$ cat config.mk
export PLATFORM = sky130hd
export DESIGN_NAME = tcp_congestion_window
export DESIGN_NICKNAME = d
export VERILOG_FILES = /design/src/rtl/tcpcw_pkg.sv /design/src/rtl/tcpcw_front.sv /design/src/rtl/tcpcw_queue.sv /design/src/rtl/tcpcw_back.sv /design/src/rtl/tcp_congestion_window.sv
export SDC_FILE = /design/constraint.sdc
export NUM_CORES = 2
export LEC_CHECK = 0
export BUFFER_PORTS_ARGS = -buffer_cell sky130_fd_sc_hd__buf_2
export CELL_PAD_IN_SITES_DETAIL_PLACEMENT = 0
export CELL_PAD_IN_SITES_GLOBAL_PLACEMENT = 1
export CORE_MARGIN = 2
export CORE_UTILIZATION = 44
export CTS_CLUSTER_DIAMETER = 200
export DETAILED_ROUTE_END_ITERATION = 10
export GPL_TIMING_DRIVEN = 0
export PLACE_DENSITY_LB_ADDON = 0.1
export REMOVE_ABC_BUFFERS = 1
export SYNTH_ARGS = -nofsm -noshare
export SYNTH_HDL_FRONTEND = slang
export SYNTH_SLANG_ARGS = --single-unit
export TNS_END_PERCENT = 20
$ cat constraint.sdc
create_clock -name aclk -period 6.5 [get_ports aclk]
set_input_delay 0.325 -clock aclk [delete_from_list [all_inputs] [get_ports aclk]]
set_output_delay 0.325 -clock aclk [all_outputs]
set_load 0.005 [all_outputs]
$ cat src/rtl/tcpcw_pkg.sv
// shared types and constants of the tcp congestion window block
package tcpcw_pkg;

    localparam int unsigned DATA_W = 32;
    localparam int unsigned MSS_W  = 16;
    localparam int unsigned DUP_W  = 2;

    localparam logic [MSS_W-1:0]  MSS_RESET      = 16'd1460;
    localparam logic [DATA_W-1:0] SSTHRESH_RESET = 32'd65535;
    localparam logic [DATA_W-1:0] CWND_RESET     = 32'(3 * int'(MSS_RESET));

    // duplicate acks that trigger fast retransmit
    localparam logic [DUP_W-1:0]  DUP_ACK_LIMIT  = 2'd3;

    localparam logic [DATA_W-1:0] CWND_MAX       = '1;

    // register indexes on the configuration port
    localparam logic REG_MSS      = 1'b0;
    localparam logic REG_SSTHRESH = 1'b1;

    typedef enum logic [1:0] {
        OP_NONE = 2'd0,
        OP_ADV  = 2'd1,
        OP_CUT  = 2'd2
    } op_t;

    typedef struct packed {
        op_t               op;
        logic [DUP_W-1:0]  dup_count;
        logic [DATA_W-1:0] peer_window;
    } job_t;

    typedef struct packed {
        logic              mss_we;
        logic              ssth_we;
        logic [MSS_W-1:0]  mss;
        logic [DATA_W-1:0] ssth;
    } cfg_wr_t;

endpackage

$ cat src/rtl/tcpcw_front.sv
// ack classifier: tracks highest ack and duplicate count, queues jobs
module tcpcw_front import tcpcw_pkg::*; (
    input  logic              aclk,
    input  logic              aresetn,
    input  logic              s_valid,
    output logic              s_ready,
    input  logic [DATA_W-1:0] s_ack_number,
    input  logic [DATA_W-1:0] s_peer_window,
    input  logic              q_full,
    output logic              push,
    output job_t              push_data
);

    logic [DATA_W-1:0] high_ack_reg, high_ack_next;
    logic [DUP_W-1:0]  dup_reg, dup_next;
    logic [DUP_W-1:0]  dup_inc;
    op_t               op;

    assign s_ready = ~q_full;
    assign push    = s_valid & s_ready;
    assign dup_inc = dup_reg + 2'd1;

    always_comb begin
        high_ack_next = high_ack_reg;
        dup_next      = dup_reg;
        op            = OP_NONE;
        if (s_ack_number == high_ack_reg) begin
            if (dup_inc >= DUP_ACK_LIMIT) begin
                op       = OP_CUT;
                dup_next = '0;
            end else begin
                dup_next = dup_inc;
            end
        end else if (s_ack_number > high_ack_reg) begin
            op            = OP_ADV;
            dup_next      = '0;
            high_ack_next = s_ack_number;
        end
    end

    assign push_data.op          = op;
    assign push_data.dup_count   = dup_next;
    assign push_data.peer_window = s_peer_window;

    always_ff @(posedge aclk) begin
        if (!aresetn) begin
            high_ack_reg <= '0;
            dup_reg      <= '0;
        end else if (push) begin
            high_ack_reg <= high_ack_next;
            dup_reg      <= dup_next;
        end
    end

endmodule

$ cat src/rtl/tcpcw_queue.sv
// two-entry job queue between classifier and window engine
module tcpcw_queue import tcpcw_pkg::*; (
    input  logic aclk,
    input  logic aresetn,
    input  logic push,
    input  job_t push_data,
    output logic full,
    output logic pop_valid,
    input  logic pop_ready,
    output job_t pop_data
);

    job_t       slot_reg [2];
    logic       wr_ptr_reg;
    logic       rd_ptr_reg;
    logic [1:0] count_reg;
    logic       pop;

    assign full      = (count_reg == 2'd2);
    assign pop_valid = (count_reg != 2'd0);
    assign pop       = pop_valid & pop_ready;
    assign pop_data  = slot_reg[rd_ptr_reg];

    always_ff @(posedge aclk) begin
        if (push) begin
            slot_reg[wr_ptr_reg] <= push_data;
        end
    end

    always_ff @(posedge aclk) begin
        if (!aresetn) begin
            wr_ptr_reg <= 1'b0;
            rd_ptr_reg <= 1'b0;
            count_reg  <= '0;
        end else begin
            if (push) begin
                wr_ptr_reg <= ~wr_ptr_reg;
            end
            if (pop) begin
                rd_ptr_reg <= ~rd_ptr_reg;
            end
            case ({push, pop})
                2'b10:   count_reg <= count_reg + 2'd1;
                2'b01:   count_reg <= count_reg - 2'd1;
                default: count_reg <= count_reg;
            endcase
        end
    end

endmodule

$ cat src/rtl/tcpcw_back.sv
// window engine: cut, slow start, bit-serial avoidance divide, result register
module tcpcw_back import tcpcw_pkg::*; (
    input  logic               aclk,
    input  logic               aresetn,
    input  logic [MSS_W-1:0]   mss_i,
    input  cfg_wr_t            cfg_i,
    input  logic               job_valid,
    output logic               job_ready,
    input  job_t               job_data,
    output logic               m_valid,
    input  logic               m_ready,
    output logic [DATA_W-1:0]  m_cwnd_out,
    output logic [DATA_W-1:0]  m_ssthresh_out,
    output logic [DATA_W-1:0]  m_send_window,
    output logic [DUP_W-1:0]   m_dup_count_out,
    output logic               m_fast_retransmit
);

    typedef enum logic [3:0] {
        ST_IDLE  = 4'b0001,
        ST_DIV   = 4'b0010,
        ST_ADD   = 4'b0100,
        ST_WRITE = 4'b1000
    } state_t;

    localparam int unsigned CNT_W = $clog2(DATA_W);

    state_t             state_reg, state_next;
    logic [DATA_W-1:0]  cwnd_reg, cwnd_next;
    logic [DATA_W-1:0]  ssth_reg, ssth_next;
    logic [DATA_W-1:0]  dvd_reg, dvd_next;
    logic [DATA_W-1:0]  rem_reg, rem_next;
    logic [CNT_W-1:0]   cnt_reg, cnt_next;
    logic [DUP_W-1:0]   dup_reg, dup_next;
    logic [DATA_W-1:0]  pw_reg, pw_next;
    logic               cut_reg, cut_next;
    logic               out_valid_reg, out_valid_next;
    logic               out_load;

    logic [DATA_W:0]    rem_shift;
    logic [DATA_W:0]    rem_diff;
    logic               q_bit;
    logic [DATA_W:0]    add_mss;
    logic [DATA_W:0]    add_quot;
    logic [DATA_W-1:0]  half;
    logic [DATA_W-1:0]  mss_ext;
    logic [DATA_W-1:0]  floor_ssth;

    assign mss_ext    = {{(DATA_W-MSS_W){1'b0}}, mss_i};
    assign half       = ssth_reg >> 1;
    assign floor_ssth = (half < mss_ext) ? mss_ext : half;
    assign add_mss    = {1'b0, cwnd_reg} + {1'b0, mss_ext};
    assign add_quot   = {1'b0, cwnd_reg} + {1'b0, dvd_reg};

    // restoring divide step, divisor is the window itself
    assign rem_shift  = {rem_reg, dvd_reg[DATA_W-1]};
    assign rem_diff   = rem_shift - {1'b0, cwnd_reg};
    assign q_bit      = (rem_shift >= {1'b0, cwnd_reg});

    assign job_ready  = (state_reg == ST_IDLE);
    assign out_load   = (state_reg == ST_WRITE) && (!out_valid_reg || m_ready);

    always_comb begin
        state_next = state_reg;
        cwnd_next  = cwnd_reg;
        ssth_next  = ssth_reg;
        dvd_next   = dvd_reg;
        rem_next   = rem_reg;
        cnt_next   = cnt_reg;
        dup_next   = dup_reg;
        pw_next    = pw_reg;
        cut_next   = cut_reg;
        unique case (state_reg)
            ST_IDLE: begin
                if (job_valid) begin
                    dup_next   = job_data.dup_count;
                    pw_next    = job_data.peer_window;
                    cut_next   = (job_data.op == OP_CUT);
                    state_next = ST_WRITE;
                    case (job_data.op)
                        OP_CUT: begin
                            ssth_next = floor_ssth;
                            cwnd_next = floor_ssth;
                        end
                        OP_ADV: begin
                            if (cwnd_reg < ssth_reg || cwnd_reg == '0) begin
                                cwnd_next = add_mss[DATA_W] ? CWND_MAX
                                                            : add_mss[DATA_W-1:0];
                            end else begin
                                dvd_next   = DATA_W'(mss_i * mss_i);
                                rem_next   = '0;
                                cnt_next   = '0;
                                state_next = ST_DIV;
                            end
                        end
                        default: ;
                    endcase
                end
            end
            ST_DIV: begin
                rem_next = q_bit ? rem_diff[DATA_W-1:0] : rem_shift[DATA_W-1:0];
                dvd_next = {dvd_reg[DATA_W-2:0], q_bit};
                cnt_next = cnt_reg + CNT_W'(1);
                if (cnt_reg == CNT_W'(DATA_W - 1)) begin
                    state_next = ST_ADD;
                end
            end
            ST_ADD: begin
                cwnd_next  = add_quot[DATA_W] ? CWND_MAX : add_quot[DATA_W-1:0];
                state_next = ST_WRITE;
            end
            ST_WRITE: begin
                if (out_load) begin
                    state_next = ST_IDLE;
                end
            end
            default: state_next = ST_IDLE;
        endcase
        // register writes must come only while idle; the block itself does not enforce it
        if (cfg_i.mss_we) begin
            cwnd_next = ({{(DATA_W-MSS_W){1'b0}}, cfg_i.mss} << 1)
                      + {{(DATA_W-MSS_W){1'b0}}, cfg_i.mss};
        end
        if (cfg_i.ssth_we) begin
            ssth_next = cfg_i.ssth;
        end
    end

    always_comb begin
        out_valid_next = out_valid_reg;
        if (out_load) begin
            out_valid_next = 1'b1;
        end else if (m_ready) begin
            out_valid_next = 1'b0;
        end
    end

    always_ff @(posedge aclk) begin
        if (!aresetn) begin
            state_reg     <= ST_IDLE;
            cwnd_reg      <= CWND_RESET;
            ssth_reg      <= SSTHRESH_RESET;
            out_valid_reg <= 1'b0;
        end else begin
            state_reg     <= state_next;
            cwnd_reg      <= cwnd_next;
            ssth_reg      <= ssth_next;
            out_valid_reg <= out_valid_next;
        end
    end

    always_ff @(posedge aclk) begin
        dvd_reg <= dvd_next;
        rem_reg <= rem_next;
        cnt_reg <= cnt_next;
        dup_reg <= dup_next;
        pw_reg  <= pw_next;
        cut_reg <= cut_next;
        if (out_load) begin
            m_cwnd_out        <= cwnd_reg;
            m_ssthresh_out    <= ssth_reg;
            m_send_window     <= (cwnd_reg < pw_reg) ? cwnd_reg : pw_reg;
            m_dup_count_out   <= dup_reg;
            m_fast_retransmit <= cut_reg;
        end
    end

    assign m_valid = out_valid_reg;

endmodule

$ cat src/rtl/tcp_congestion_window.sv
// top level of the tcp reno congestion window tracker
// usage:
// - input channel s_*: one received ack per item (ack number, peer window)
// - result channel m_*: one result per ack with cwnd, ssthresh, send window,
//   duplicate count and the fast retransmit flag
// - apb port: mss at address 0, initial ssthresh at address 4; writing mss
//   reloads cwnd with 3*mss, writing initial ssthresh reloads ssthresh
// - a classifier takes acks, tracks the highest ack and duplicates, and
//   pushes jobs into a two-entry queue; the window engine drains it
// - path: a cut, duplicate, lower or slow start ack goes through the queue,
//   the engine's idle and write states and the result register; a congestion
//   avoidance ack also passes the divide setup, the 32-step bit-serial
//   divide of mss*mss by cwnd and its saturating add; the engine takes
//   the next job only once the last result is loaded into the result register
// - the classifier keeps taking acks until the queue fills, so a stalled
//   result side backs up into s_ready only after two queued items
// - reset: cwnd = 3*1460, ssthresh = 65535, highest ack and duplicate
//   count zero, queue and result register empty
module tcp_congestion_window import tcpcw_pkg::*; (
    input  logic               aclk,
    input  logic               aresetn,
    // ack input channel
    input  logic               s_valid,
    output logic               s_ready,
    input  logic [DATA_W-1:0]  s_ack_number,
    input  logic [DATA_W-1:0]  s_peer_window,
    // result channel
    output logic               m_valid,
    input  logic               m_ready,
    output logic [DATA_W-1:0]  m_cwnd_out,
    output logic [DATA_W-1:0]  m_ssthresh_out,
    output logic [DATA_W-1:0]  m_send_window,
    output logic [DUP_W-1:0]   m_dup_count_out,
    output logic               m_fast_retransmit,
    // configuration port
    input  logic               psel,
    input  logic               penable,
    input  logic               pwrite,
    input  logic [2:0]         paddr,
    input  logic [31:0]        pwdata,
    output logic [31:0]        prdata,
    output logic               pready
);

    logic [MSS_W-1:0]  mss_reg;
    logic [DATA_W-1:0] init_ssth_reg;
    logic              cfg_we;
    cfg_wr_t           cfg;

    logic              q_full;
    logic              push;
    job_t              push_data;
    logic              job_valid;
    logic              job_ready;
    job_t              job_data;

    // apb: always ready, register picked by address bit 2
    assign pready = 1'b1;
    assign cfg_we = psel & penable & pwrite & pready;

    assign cfg.mss_we  = cfg_we && (paddr[2] == REG_MSS);
    assign cfg.ssth_we = cfg_we && (paddr[2] == REG_SSTHRESH);
    assign cfg.mss     = pwdata[MSS_W-1:0];
    assign cfg.ssth    = pwdata;

    assign prdata = (paddr[2] == REG_MSS) ? {{(32-MSS_W){1'b0}}, mss_reg}
                                          : init_ssth_reg;

    always_ff @(posedge aclk) begin
        if (!aresetn) begin
            mss_reg       <= MSS_RESET;
            init_ssth_reg <= SSTHRESH_RESET;
        end else begin
            if (cfg.mss_we) begin
                mss_reg <= cfg.mss;
            end
            if (cfg.ssth_we) begin
                init_ssth_reg <= cfg.ssth;
            end
        end
    end

    // front: classify acks
    tcpcw_front u_front (
        .aclk          (aclk),
        .aresetn       (aresetn),
        .s_valid       (s_valid),
        .s_ready       (s_ready),
        .s_ack_number  (s_ack_number),
        .s_peer_window (s_peer_window),
        .q_full        (q_full),
        .push          (push),
        .push_data     (push_data)
    );

    // queue between classifier and engine
    tcpcw_queue u_queue (
        .aclk      (aclk),
        .aresetn   (aresetn),
        .push      (push),
        .push_data (push_data),
        .full      (q_full),
        .pop_valid (job_valid),
        .pop_ready (job_ready),
        .pop_data  (job_data)
    );

    // back: window arithmetic and result register
    tcpcw_back u_back (
        .aclk              (aclk),
        .aresetn           (aresetn),
        .mss_i             (mss_reg),
        .cfg_i             (cfg),
        .job_valid         (job_valid),
        .job_ready         (job_ready),
        .job_data          (job_data),
        .m_valid           (m_valid),
        .m_ready           (m_ready),
        .m_cwnd_out        (m_cwnd_out),
        .m_ssthresh_out    (m_ssthresh_out),
        .m_send_window     (m_send_window),
        .m_dup_count_out   (m_dup_count_out),
        .m_fast_retransmit (m_fast_retransmit)
    );

    // a cut sets cwnd to the new ssthresh and clears the duplicate count
    a_cut_window: assert property (@(posedge aclk) disable iff (!aresetn)
        m_valid && m_fast_retransmit |->
            (m_cwnd_out == m_ssthresh_out) && (m_dup_count_out == '0))
        else $error("fast retransmit result inconsistent");

    // send window never exceeds the congestion window
    a_send_window: assert property (@(posedge aclk) disable iff (!aresetn)
        m_valid |-> m_send_window <= m_cwnd_out)
        else $error("send window above cwnd");

    // duplicate count stays below the limit
    a_dup_range: assert property (@(posedge aclk) disable iff (!aresetn)
        m_valid |-> m_dup_count_out < DUP_ACK_LIMIT)
        else $error("duplicate count out of range");

    // once the engine takes a job it leaves idle
    a_queue_pop: assert property (@(posedge aclk) disable iff (!aresetn)
        job_ready && job_valid |=> !job_ready)
        else $error("engine did not leave idle after taking a job");

endmodule

==> metrics.txt <==
chip width 273 µm; port bufs 236; Req. time, crit path 6.84 ns; nets@finish 4264; signal arrival time at the worst endpoint 6.63 ns; P&R area growth vs syn 18.9%; post-route clock period utilization 96.8%; Yosys reg bits 431; clk root buf clkbuf_16; Clk Latency, worst-skew pair 0.63 ns; maximum clock path buffer count 3; clk_skew 0.0538 ns; min cycle time layout 6.29 ns; Mapped Area 31700 µm²; status complete, no violations; largest net degree at the start of global routing 122; Initial Util 44.4%; worst setup margin 0.208 ns; Final HPWL DP 74200 µm; Antenna Cells 0; Cell Area, Placed 34200 µm²; share of cells above drive strength 1 14.9%; die extent in y 273 µm; crit path max fanout 7; GR Overflow Total 0; Slew headroom 17.3%; IO Pins 240; Routed WL 99900 µm; sequential-to-total area share from yosys stat 35.9%; routed length per instance 21.4 µm; antenna viol nets, final 0; cell-internal power 7.66 mW; max-cap check violation count 0; initial antenna violation count 4; Tightest Pin Transition 1.24 ns; Mapped Cells 3340; number of CTS-inserted buffers 52; pre-CTS setup slack -1.97 ns; Psw 4.97 mW; number of flip-flops in the largest register 72; Sink Count 431; drc violations 0; Leak Pwr 16.7 nW; commonest non-fill, non-tap cell in the layout inv_1; first-pass GRT wire length 153000 µm; setup violators final 0; pwr dens 335 nW/µm²; switching part of the total 39.4%; most used cell, CP fa_1; Post-synth EDFFs 275; gr usage total 26.6%; syn avg cell area 9.50 µm²; CP top delay family adder cells; share of flip-flops with an asynchronous set or reset 0%; Design Area, Final 37700 µm²; Warnings, synthesis 0; worst path bufs/invs 6; drt pass-1 iters 7; fin. max-slew vios 0; ys flop type edfxtp_1; vias in the first global route 26.2k; Peak VDD IR 0.222 mV; kind of critical path flip-flop to flip-flop; Hold Fails Final Rpt 0; DR vias 25.9k; CTS tree yes; Rows 98; CP max stage delay 0.63 ns; CP Cell Sequence buf_12 -> nand2_2 -> inv_1 -> fa_1 -> inv_1 -> fa_1 -> inv_1 -> fa_1 -> fa_1 -> fa_1 -> inv_1 -> fa_1 -> inv_1 -> ha_4 -> nand4_1 -> a21o_1 -> o31ai_4 -> or2_2 -> o21ai_0 -> nand2b_1 -> a311oi_1 -> o31ai_1; Netlist cell types 78; Achievable Freq 159 MHz; Placer Congestion 0.904; vias per cell 5.53; Starting DRT DRC Count 1623; setup TNS 0 ns; CTS H-tree lvls 2; unrepaired setup endpoints after global routing true; CP max-delay cell a311oi_1; Comb power frac 43.9%; Worst setup SP type flip-flop; clock share of power 24.9%; Flop pwr share 31.2%; clk slew on worst S/H paths 0.06 ns; Worst Hold Class primary input to flip-flop; Setup crit end kind flip-flop; overall power 12.6 mW; commonest cells after routing, fill and taps aside 414 x inv_1, 389 x nand2_1, 304 x ha_1, 275 x edfxtp_1, 235 x buf_2; CORE AREA 71500 µm²; full die area 74300 µm²
[synth_stat cells (21+ instances only)]
cell / number / share of area, %
o211ai_1: 36 / 0.85
and3_1: 22 / 0.43
o21a_1: 28 / 0.66
and2_1: 47 / 0.93
xnor2_1: 77 / 2.1
clkbuf_1: 98 / 1.2
mux2i_1: 60 / 1.9
dfxtp_1: 156 / 9.8
a21oi_1: 160 / 2.5
nand3_1: 105 / 1.7
o21ai_0: 192 / 3.0
inv_1: 421 / 5.0
mux2_2: 38 / 1.3
xor2_1: 44 / 1.2
nor3_1: 28 / 0.44
nand2b_1: 25 / 0.49
nor2_1: 201 / 2.4
a21o_1: 77 / 1.8
nand4_1: 37 / 0.73
a21boi_0: 49 / 1.2
a31oi_1: 24 / 0.47
ha_1: 309 / 12
a211oi_1: 21 / 0.50
fa_1: 168 / 11
nand2_1: 393 / 4.6
edfxtp_1: 275 / 26
[timing repair]
action                                  4_1_cts  5_1_grt
buffers inserted                             45       13
pin swaps                                     4       18
hold buffers                                 82        0
endpoints found under the hold margin       133        0
resized for setup                            72       37
endpoints found under the setup margin       20       11
[final cells by class]
cell class,instances,area [µm²]
tap,950,1190
fill,6524,33800
timing repair buffer,403,2980
inverter,429,1700
sequential,431,11400
clock buffer,64,1410
clock inverter,34,462
multi-input combinational,2364,18600
[path summary, 6_finish.rpt]
kind	cells after the start	end	slack, ns	start
max	22	u_back.dvd_reg[20]$_DFFE_PP_	0.21	mss_reg[1]$_SDFFE_PN0P_
min	3	init_ssth_reg[29]$_SDFFE_PN0P_	0.04	pwdata[29]
max reg2reg	22	u_back.dvd_reg[20]$_DFFE_PP_	0.21	mss_reg[1]$_SDFFE_PN0P_
min reg2reg	0	u_back.m_fast_retransmit$_DFFE_PP_	0.41	u_back.cut_reg$_DFFE_PP_
[cells by family after synthesis]
| group | after synthesis | synth area share (%) |
|---|---|---|
| simple gates | 941 | 13.5 |
| compound gates | 726 | 14.7 |
| buf+inv | 545 | 6.51 |
| fa+ha+maj | 477 | 22.8 |
| flops | 431 | 35.9 |
| xor+xnor | 121 | 3.34 |
| mux | 98 | 3.24 |
| other cells | 1 | 0.0118 |
[power groups by stage]
stage	registers, mW	clock network, mW	logic (mW)
6_report	3.94	3.14	5.55
3_3_place_gp	4.05	0	5.02
3_5_place_dp	4.01	0	5.22
2_1_floorplan	3.79	0	3.78
4_1_cts	3.94	3.21	5.36
5_1_grt	3.97	3.31	6.20
[metrics by stage]
| step | hold WS, ns | util (%) | cells |
|---|---|---|---|
| after global placement | 0.407 | 47.1 | 4410 |
| after floorplan | 0.397 | - | 3224 |
| after detailed placement | 0.405 | 47.8 | 4437 |
| after global routing | 0.0273 | 52.8 | 4675 |
| after CTS | 0.00698 | 52.4 | 4662 |
| final | 0.0425 | 52.8 | 4675 |
[tightest hold or removal path: cells and delay by family]
family	cells	cell delay (ns)
compound gates	1	0.09
simple gates	1	0.09
buf+inv	1	0.10
[layer usage]
layer	wire, µm	share of wire, %	track usage, %
met1	44200	44	35.2
met2	47300	47	45.0
met3	5420	5.4	4.08
met4	3020	3.0	7.75
met5	27	0.027	0
Note: power is estimated with default switching activity, not from simulation.
